File: config.mk
export PLATFORM = sky130hd
export DESIGN_NAME = block_to_chs_sector_reads
export DESIGN_NICKNAME = d
export VERILOG_FILES = /design/src/hw/rtl/btc_pkg.sv /design/src/hw/rtl/btc_divider.sv /design/src/hw/rtl/block_to_chs_sector_reads.sv
export SDC_FILE = /design/constraint.sdc
export NUM_CORES = 2
export LEC_CHECK = 0
export ABC_AREA = 1
export BUFFER_PORTS_ARGS = -buffer_cell sky130_fd_sc_hd__clkbuf_2
export CAP_MARGIN = 0
export CORE_MARGIN = 3
export CORE_UTILIZATION = 54
export DETAILED_ROUTE_END_ITERATION = 7
export PLACE_DENSITY = 0.7
export SETUP_SLACK_MARGIN = 0.5
export SYNTH_ARGS = -nofsm -noshare
export SYNTH_HDL_FRONTEND = slang
export SYNTH_HIERARCHICAL = 1
export SYNTH_SLANG_ARGS = --single-unit
File: constraint.sdc
create_clock -name clk -period 22.4 [get_ports clk]
set_input_delay 0 -clock clk [delete_from_list [all_inputs] [get_ports clk]]
set_output_delay 0 -clock clk [all_outputs]
set_load 0.02 [all_outputs]
File: src/hw/rtl/btc_pkg.sv
// Shared constants, error codes and helpers for the block to CHS sector read unit.
// Depends on nothing; used by btc_divider and block_to_chs_sector_reads.
`default_nettype none
package btc_pkg;
	localparam int unsigned LBA_W  = 32;
	localparam int unsigned SPT_W  = 6;
	localparam int unsigned HEAD_W = 8;
	localparam int unsigned CYL_W  = 10;
	localparam int unsigned ERR_W  = 3;
	localparam int unsigned IDX_W  = 3;

	localparam logic [LBA_W-1:0] MAX_CYLINDER     = 32'd1023;
	localparam logic [7:0]       FLOPPY_DRIVE_MAX = 8'd26;
	localparam logic [7:0]       HARD_DRIVE_FIRST = 8'h80;
	localparam logic [7:0]       HARD_DRIVE_LAST  = 8'h96;

	localparam logic [1:0] KIND_READAHEAD = 2'd1;

	localparam logic [ERR_W-1:0] ERR_OK        = 3'd0;
	localparam logic [ERR_W-1:0] ERR_KIND      = 3'd1;
	localparam logic [ERR_W-1:0] ERR_PARTITION = 3'd2;
	localparam logic [ERR_W-1:0] ERR_CYLINDER  = 3'd3;
	localparam logic [ERR_W-1:0] ERR_DRIVE     = 3'd4;

	localparam logic [IDX_W-1:0] REG_SPT    = 3'd0;
	localparam logic [IDX_W-1:0] REG_HEADS  = 3'd1;
	localparam logic [IDX_W-1:0] REG_HIDDEN = 3'd2;
	localparam logic [IDX_W-1:0] REG_SMALL  = 3'd3;
	localparam logic [IDX_W-1:0] REG_LARGE  = 3'd4;
	localparam logic [IDX_W-1:0] REG_DRIVE  = 3'd5;

	function automatic logic drive_ok(input logic [7:0] d);
		drive_ok = (d <= FLOPPY_DRIVE_MAX) || (d >= HARD_DRIVE_FIRST && d <= HARD_DRIVE_LAST);
	endfunction
endpackage
`default_nettype wire

File: src/hw/rtl/btc_divider.sv
// Pipelined restoring divider, 32-bit dividend, four quotient bits per stage.
// Uses btc_pkg; instantiated twice by block_to_chs_sector_reads.
`default_nettype none
module btc_divider #(
	parameter int unsigned DW = 6,
	parameter int unsigned PW = 6
) (
	input  wire logic                     clk,
	input  wire logic                     arst_n,
	input  wire logic                     en,
	input  wire logic                     in_valid,
	input  wire logic [btc_pkg::LBA_W-1:0] dividend,
	input  wire logic [DW-1:0]            divisor,
	input  wire logic [PW-1:0]            in_pay,
	output logic                          out_valid,
	output logic [btc_pkg::LBA_W-1:0]     quot,
	output logic [DW-1:0]                 rem,
	output logic [PW-1:0]                 out_pay
);
	import btc_pkg::*;

	localparam int unsigned STEP   = 4;
	localparam int unsigned STAGES = LBA_W / STEP;

	logic             v_s   [STAGES];
	logic [LBA_W-1:0] quo_s [STAGES];
	logic [DW-1:0]    rem_s [STAGES];
	logic [PW-1:0]    pay_s [STAGES];

	for (genvar k = 0; k < STAGES; k++) begin : g_stage
		logic [LBA_W-1:0] q_in, q_nx;
		logic [DW-1:0]    r_in, r_nx;
		logic             v_in;
		logic [PW-1:0]    p_in;

		if (k == 0) begin : g_first
			assign q_in = dividend;
			assign r_in = '0;
			assign v_in = in_valid;
			assign p_in = in_pay;
		end else begin : g_next
			assign q_in = quo_s[k-1];
			assign r_in = rem_s[k-1];
			assign v_in = v_s[k-1];
			assign p_in = pay_s[k-1];
		end

		always_comb begin
			logic [DW:0] t;
			q_nx = q_in;
			r_nx = r_in;
			for (int i = 0; i < STEP; i++) begin
				t    = {r_nx, q_nx[LBA_W-1]};
				q_nx = {q_nx[LBA_W-2:0], 1'b0};
				if (t >= {1'b0, divisor}) begin
					t       = t - {1'b0, divisor};
					q_nx[0] = 1'b1;
				end
				r_nx = t[DW-1:0];
			end
		end

		always_ff @(posedge clk or negedge arst_n) begin
			if (!arst_n) begin
				v_s[k] <= 1'b0;
			end else if (en) begin
				v_s[k] <= v_in;
			end
		end

		always_ff @(posedge clk) begin
			if (en) begin
				quo_s[k] <= q_nx;
				rem_s[k] <= r_nx;
				pay_s[k] <= p_in;
			end
		end
	end

	assign out_valid = v_s[STAGES-1];
	assign quot      = quo_s[STAGES-1];
	assign rem       = rem_s[STAGES-1];
	assign out_pay   = pay_s[STAGES-1];
endmodule
`default_nettype wire

File: src/hw/rtl/block_to_chs_sector_reads.sv
// Top level: request sequencer, address and bounds stages, two divider pipelines, output stage.
// Depends on btc_pkg and btc_divider.
// A request is taken on the slave side and turned into SECTORS_PER_BLOCK sector reads, one
// issued per cycle while the output is not stalled; a bad-kind request gives a single error read,
// and the next request is taken as the last read issues. Each sector runs through an address stage,
// a bounds stage and two eight-stage dividers (sector/track, then head/cylinder).
// An error result ends its request with tlast; sectors behind it are dropped at the output.
// Configuration writes are always taken (cfg_ready is tied high) and act at once.
`default_nettype none
module block_to_chs_sector_reads #(
	parameter int unsigned SECTORS_PER_BLOCK = 2
) (
	input  wire logic        clk,
	input  wire logic        arst_n,
	input  wire logic        s_tvalid,
	output logic             s_tready,
	input  wire logic [31:0] s_tdata,   // block_number[31:0]
	input  wire logic [1:0]  s_tuser,   // kind[1:0]
	output logic             m_tvalid,
	input  wire logic        m_tready,
	output logic [39:0]      m_tdata,   // cylinder, head, sector, part_index, drive, error_code, pad
	output logic             m_tlast,
	input  wire logic        cfg_valid,
	output logic             cfg_ready,
	input  wire logic [btc_pkg::IDX_W-1:0] cfg_index,
	input  wire logic [31:0] cfg_data
);
	import btc_pkg::*;

	localparam int unsigned JW = (SECTORS_PER_BLOCK > 1) ? $clog2(SECTORS_PER_BLOCK) : 1;
	localparam int unsigned P1 = JW + ERR_W;
	localparam int unsigned P2 = SPT_W + JW + ERR_W;

	logic [SPT_W-1:0]  spt_q;
	logic [HEAD_W-1:0] heads_q;
	logic [31:0]       hidden_q;
	logic [15:0]       small_q;
	logic [31:0]       large_q;
	logic [7:0]        drive_q;

	assign cfg_ready = 1'b1;

	always_ff @(posedge clk or negedge arst_n) begin
		if (!arst_n) begin
			spt_q    <= 6'd63;
			heads_q  <= 8'd255;
			hidden_q <= '0;
			small_q  <= '0;
			large_q  <= '0;
			drive_q  <= HARD_DRIVE_FIRST;
		end else if (cfg_valid) begin
			case (cfg_index)
				REG_SPT:    spt_q    <= cfg_data[SPT_W-1:0];
				REG_HEADS:  heads_q  <= cfg_data[HEAD_W-1:0];
				REG_HIDDEN: hidden_q <= cfg_data;
				REG_SMALL:  small_q  <= cfg_data[15:0];
				REG_LARGE:  large_q  <= cfg_data;
				REG_DRIVE:  drive_q  <= cfg_data[7:0];
				default:    ;
			endcase
		end
	end

	logic out_v_q;
	logic en;
	assign en = !out_v_q || m_tready;

	// request sequencer
	logic          req_v_q;
	logic [31:0]   blk_q;
	logic [1:0]    kind_q;
	logic [JW-1:0] j_q;
	logic          bad, done, issue, accept;

	assign bad      = kind_q > KIND_READAHEAD;
	assign done     = bad || (j_q == JW'(SECTORS_PER_BLOCK - 1));
	assign issue    = req_v_q && en;
	assign s_tready = !req_v_q || (en && done);
	assign accept   = s_tvalid && s_tready;

	always_ff @(posedge clk or negedge arst_n) begin
		if (!arst_n) begin
			req_v_q <= 1'b0;
			j_q     <= '0;
		end else if (accept) begin
			req_v_q <= 1'b1;
			j_q     <= '0;
		end else if (issue && done) begin
			req_v_q <= 1'b0;
		end else if (issue) begin
			j_q <= j_q + 1'b1;
		end
	end

	always_ff @(posedge clk) begin
		if (accept) begin
			blk_q  <= s_tdata;
			kind_q <= s_tuser;
		end
	end

	// stage 1: linear address
	logic          v_s1;
	logic [31:0]   lba_s1;
	logic [JW-1:0] j_s1;
	logic          bad_s1;
	logic [31:0]   lba_c;

	assign lba_c = 32'(blk_q * 32'(SECTORS_PER_BLOCK)) + hidden_q + 32'(j_q);

	always_ff @(posedge clk or negedge arst_n) begin
		if (!arst_n) begin
			v_s1 <= 1'b0;
		end else if (en) begin
			v_s1 <= issue;
		end
	end

	always_ff @(posedge clk) begin
		if (en) begin
			lba_s1 <= lba_c;
			j_s1   <= j_q;
			bad_s1 <= bad;
		end
	end

	// stage 2: bounds and drive checks
	logic          v_s2;
	logic [31:0]   lba_s2;
	logic [JW-1:0] j_s2;
	logic [ERR_W-1:0] err_s2;
	logic          outside;
	logic [32:0]   small_lim, large_lim;
	logic [ERR_W-1:0] err_c;

	assign small_lim = {17'd0, small_q} + {1'b0, hidden_q};
	assign large_lim = {1'b0, large_q} + {1'b0, hidden_q};
	assign outside = (small_q != '0 && {1'b0, lba_s1} > small_lim) ||
	                 (large_q != '0 && {1'b0, lba_s1} > large_lim) ||
	                 (hidden_q != '0 && lba_s1 < hidden_q);

	always_comb begin
		if (bad_s1)
			err_c = ERR_KIND;
		else if (outside)
			err_c = ERR_PARTITION;
		else if (!drive_ok(drive_q))
			err_c = ERR_DRIVE;
		else
			err_c = ERR_OK;
	end

	always_ff @(posedge clk or negedge arst_n) begin
		if (!arst_n) begin
			v_s2 <= 1'b0;
		end else if (en) begin
			v_s2 <= v_s1;
		end
	end

	always_ff @(posedge clk) begin
		if (en) begin
			lba_s2 <= lba_s1;
			j_s2   <= j_s1;
			err_s2 <= err_c;
		end
	end

	// dividers
	logic [SPT_W-1:0]  spt_eff;
	logic [HEAD_W-1:0] heads_eff;
	assign spt_eff   = (spt_q == '0) ? SPT_W'(1) : spt_q;
	assign heads_eff = (heads_q == '0) ? HEAD_W'(1) : heads_q;

	logic          d1_v;
	logic [31:0]   tracks;
	logic [SPT_W-1:0] sec_rem;
	logic [P1-1:0] d1_pay;

	btc_divider #(.DW(SPT_W), .PW(P1)) u_div_track (
		.clk       (clk),
		.arst_n    (arst_n),
		.en        (en),
		.in_valid  (v_s2),
		.dividend  (lba_s2),
		.divisor   (spt_eff),
		.in_pay    ({j_s2, err_s2}),
		.out_valid (d1_v),
		.quot      (tracks),
		.rem       (sec_rem),
		.out_pay   (d1_pay)
	);

	logic          d2_v;
	logic [31:0]   cyl_full;
	logic [HEAD_W-1:0] head_rem;
	logic [P2-1:0] d2_pay;

	btc_divider #(.DW(HEAD_W), .PW(P2)) u_div_cyl (
		.clk       (clk),
		.arst_n    (arst_n),
		.en        (en),
		.in_valid  (d1_v),
		.dividend  (tracks),
		.divisor   (heads_eff),
		.in_pay    ({sec_rem + SPT_W'(1), d1_pay}),
		.out_valid (d2_v),
		.quot      (cyl_full),
		.rem       (head_rem),
		.out_pay   (d2_pay)
	);

	// output stage
	logic [SPT_W-1:0] f_sec;
	logic [JW-1:0]    f_j;
	logic [ERR_W-1:0] f_err_in, f_err;
	logic             f_first, pass, kill_q;

	assign {f_sec, f_j, f_err_in} = d2_pay;
	assign f_err   = (f_err_in != ERR_OK) ? f_err_in :
	                 (cyl_full > MAX_CYLINDER) ? ERR_CYLINDER : ERR_OK;
	assign f_first = (f_j == '0);
	assign pass    = d2_v && (f_first || !kill_q);

	logic [CYL_W-1:0]  cyl_q;
	logic [HEAD_W-1:0] head_q;
	logic [SPT_W-1:0]  sec_q;
	logic [2:0]        part_q;
	logic [7:0]        drv_q;
	logic [ERR_W-1:0]  err_q;
	logic              last_q;

	always_ff @(posedge clk or negedge arst_n) begin
		if (!arst_n) begin
			out_v_q <= 1'b0;
			kill_q  <= 1'b0;
		end else if (en) begin
			out_v_q <= pass;
			if (d2_v)
				kill_q <= (f_first ? 1'b0 : kill_q) | (f_err != ERR_OK);
		end
	end

	always_ff @(posedge clk) begin
		if (en) begin
			cyl_q  <= (f_err == ERR_OK) ? cyl_full[CYL_W-1:0] : '0;
			head_q <= (f_err == ERR_OK) ? head_rem : '0;
			sec_q  <= (f_err == ERR_OK) ? f_sec : '0;
			part_q <= 3'(f_j);
			drv_q  <= drive_q;
			err_q  <= f_err;
			last_q <= (f_err != ERR_OK) || (f_j == JW'(SECTORS_PER_BLOCK - 1));
		end
	end

	assign m_tvalid = out_v_q;
	assign m_tdata  = {2'b00, err_q, drv_q, part_q, sec_q, head_q, cyl_q};
	assign m_tlast  = last_q;

	a_err_last: assert property (@(posedge clk) disable iff (!arst_n)
		m_tvalid && err_q != ERR_OK |-> m_tlast)
		else $error("error result without tlast");
	a_err_zero: assert property (@(posedge clk) disable iff (!arst_n)
		m_tvalid && err_q != ERR_OK |-> cyl_q == '0 && head_q == '0 && sec_q == '0)
		else $error("error result carries an address");
	a_ok_sector: assert property (@(posedge clk) disable iff (!arst_n)
		m_tvalid && err_q == ERR_OK |-> sec_q != '0)
		else $error("good result with sector zero");
	a_hold_req: assert property (@(posedge clk) disable iff (!arst_n)
		req_v_q && !en |-> !s_tready)
		else $error("request taken while sequencer stalled");
endmodule
`default_nettype wire

==> impl_metrics.env <==
export IMPL_status="completed"
export IMPL_final_setup_tns_ps=0
export IMPL_final_cells=8653
export IMPL_dr_pass1_iters=8
export IMPL_cts_tree="built"
export IMPL_cp_slowest_stage_delay_ps=620
export IMPL_clock_skew_ps=34.7
export IMPL_fmax_mhz=116
export IMPL_reg2reg_from="spt_q[1]"
export IMPL_num_antenna_cells=0
export IMPL_wl_per_cell_um=16.0
export IMPL_core_mm2=0.117
export IMPL_post_route_period_util=0.385
export IMPL_r2r_slack_ps=13790
export IMPL_dp_cells=8348
export IMPL_crit_required_ps=22850
export IMPL_cts_sinks=999
export IMPL_grt_pass1_wl_um=225000
export IMPL_die_y_um=349
export IMPL_hpwl_um=100000
export IMPL_synth_seq_cells=999
export IMPL_critPathKind="reg -> reg"
export IMPL_grt_max_degree=160
export IMPL_finalMaxSlewViolations=0
export IMPL_initial_utilization=0.545
export IMPL_async_reset_ff_frac=0.124
export IMPL_synth_cell_types=74
export IMPL_insertion_delay_ps=720
export IMPL_ys_warn_count=6
export IMPL_hold_class="in -> reg"
export IMPL_holdCritStartpoint="s_tdata[30]"
export IMPL_synthFlopType="edfxtp_1"
export IMPL_syn_area_per_cell_um2=9.42
export IMPL_cp_common_cell="nand2_1"
export IMPL_vias_per_cell=5.35
export IMPL_path_clk_slew_ps=60
export IMPL_endpoint="u_div_track/rem_s[0][6]"
export IMPL_antenna_found_initial=0
export IMPL_drt_first_iter_violations=2973
export IMPL_io_buffers=110
export IMPL_ant_nets=0
export IMPL_crit_arrival_ps=9070
export IMPL_synth_edff_count=875
export IMPL_grtUsageTotal=0.226
export IMPL_cts_inserted_buffers=107
export IMPL_cpMaxStageDelayCell="or4_1"
export IMPL_reg2regPathDepth=37
export IMPL_tightest_slew_ps=1120
export IMPL_grt_ovfl_total=0
export IMPL_startpoint_type="flop"
export IMPL_cts_buffer_depth=3
export IMPL_gp_congestion=0.928
export IMPL_relSlewSlack=0.248
export IMPL_num_nets_final=7792
export IMPL_rows=125
export IMPL_routed_via_count=46300
export IMPL_fin_util=0.606
export IMPL_syn_inst=6745
export IMPL_hold_viol_final=0
export IMPL_maxCapViolations=0
export IMPL_hold_slack_ps=64.0
export IMPL_drc=0
export IMPL_synth_seq_area_share=0.463
export IMPL_rsz0062_at_grt="false"
export IMPL_clock_root_buffer="clkbuf_16"
export IMPL_min_period_ps=8610
export IMPL_finalSetupViolCount=0
export IMPL_h_tree_depth=3
export IMPL_postCtsResizedCells=0
export IMPL_layout_drive_gt1_share=0.0860
export IMPL_first_global_vias=45000
export IMPL_wl_um=138000
export IMPL_fp_dieW_um=349
export IMPL_synthToLayoutAreaGrowth_pct=11.1
export IMPL_dieArea_mm2=0.122
export IMPL_syn_area_mm2=0.0635
export IMPL_nFillCells=9654
export IMPL_cp_max_fo=21
export IMPL_io_pins=118
export IMPL_reg2reg_to="u_div_track/rem_s[0][6]"
export IMPL_crit_start="spt_q[1]"
export IMPL_cp_end_kind="flop"
stage by stage:
| stage | setup slack [ps] | instance area, um2 |
|---|---|---|
| 2_1_floorplan | 3190 | 63500 |
| 4_1_cts | 13770 | 70600 |
| 5_1_grt | 13070 | 70600 |
| 6_report | 13790 | 70600 |
| 3_3_place_gp | 13970 | 65900 |
| 3_5_place_dp | 13810 | 65900 |
metal layers:
metal / share of wire / GRT usage / vias to the layer above
met3: 0.038 / 0.0291 / 256
met2: 0.50 / 0.401 / 933
met4: 0.033 / 0.0745 / 0
met5: 0 / 0 / -
li1: - / - / 23600
met1: 0.43 / 0.286 / 21600
synth_stat cells, types with 14 or more instances:
library cell     n  area share
a21o_1          30      0.0035
a21oi_1        371       0.029
a21oi_2         21      0.0029
a31oi_1         27      0.0027
buf_6           14      0.0025
clkbuf_1        37      0.0022
dfrtp_1        109       0.043
dfstp_2         15      0.0062
edfxtp_1       875        0.41
fa_1            65       0.020
ha_1           613        0.12
inv_1          865       0.051
inv_2           16     0.00095
nand2_1       1672       0.099
nand2_2         52      0.0051
nand2_4         17      0.0030
nand3_1        324       0.026
nand3_2         34      0.0054
nand3_4         21      0.0058
nand3b_1        23      0.0027
nand4_1        133       0.013
nor2_1         366       0.022
nor2_2          25      0.0025
nor2_4          16      0.0028
nor3_1          50      0.0039
nor4_1          36      0.0035
o211ai_1        20      0.0024
o21a_1          27      0.0032
o21ai_0        288       0.023
o21ai_1         33      0.0026
o21ai_2         26      0.0036
o21bai_1        31      0.0037
xnor2_1        134       0.018
xor2_1         222       0.031
worst min path at each step:
stage / slack (ps) / depth (start not counted) / end
floorplan: -300 / 0 / drive_q[0]
global placement: 110 / 1 / drive_q[4]
detailed placement: 110 / 1 / drive_q[4]
CTS: 30 / 2 / blk_q[30]
global route: 50 / 2 / blk_q[30]
finish: 60 / 2 / blk_q[30]
what timing repair did:
item                      in CTS  in global routing
buffers inserted               0                  0
hold buffers                 107                  0
hold endpoints to repair     224                  0
kinds of logic (layout without fill, tap and decap cells):
kind of cell | count (synthesis) | in the layout | synth area share
and+or+nand+nor | 2815 | 2815 | 0.201
other | 2 | 5 | 0.000118
buffers and inverters | 955 | 1336 | 0.0593
AOI/OAI and AO/OA | 940 | 940 | 0.0865
DFF | 999 | 999 | 0.463
xor gates and xnor gates | 356 | 356 | 0.0491
adders and majority gates | 678 | 678 | 0.141
final cells by class:
type                            count  area (um2)  area share
Clock buffer                      137        2950      0.0417
Clock inverter                     61         692     0.00980
Inverter                          885        3330      0.0472
Multi-Input combinational cell   4794       30400       0.431
Sequential cell                   999       29400       0.416
Tap cell                         1524        1910      0.0270
Timing Repair Buffer              253        1920      0.0273
sequential cells by signal (all words and copies together) (netlist names), 16 cells and up:
register           cells
blk_q                 31
hidden_q              32
large_q               32
lba_s1                32
lba_s2                32
small_q               16
u_div_cyl/pay_s       80
u_div_cyl/quo_s      256
u_div_cyl/rem_s       64
u_div_track/pay_s     32
u_div_track/quo_s    256
u_div_track/rem_s     48
critical path, delay by kind of cell, from the launching register on:
kind,cells,cell delay [ps]
AO/OA/AOI/OAI,10,2740
adder cells (fa/ha/maj),4,1310
buffers and inverters,4,980
flip-flops,1,450
AND/OR/NAND/NOR,19,2810
cells in the final DEF, fill, tap and decap left out, types with 25 or more instances in the layout:
cell / count
nand2_1: 1671
o21ai_0: 288
nor3_1: 50
nor2_1: 366
ha_1: 613
edfxtp_1: 875
dfrtp_1: 109
xor2_1: 222
nand3_2: 35
nand4_1: 133
clkbuf_2: 109
buf_4: 36
o21ai_1: 33
fa_1: 65
inv_1: 862
o21a_1: 27
a21oi_1: 371
xnor2_1: 134
nor4_1: 36
a31oi_1: 27
o21ai_2: 26
dlygate4sd3_1: 106
clkbuf_16: 111
o21bai_1: 30
a21o_1: 30
nand2_2: 53
nor2_2: 25
nand3_1: 323
Power is not shown: default switching activity piles up to over one toggle a cycle in this logic, so the estimate is an artifact.
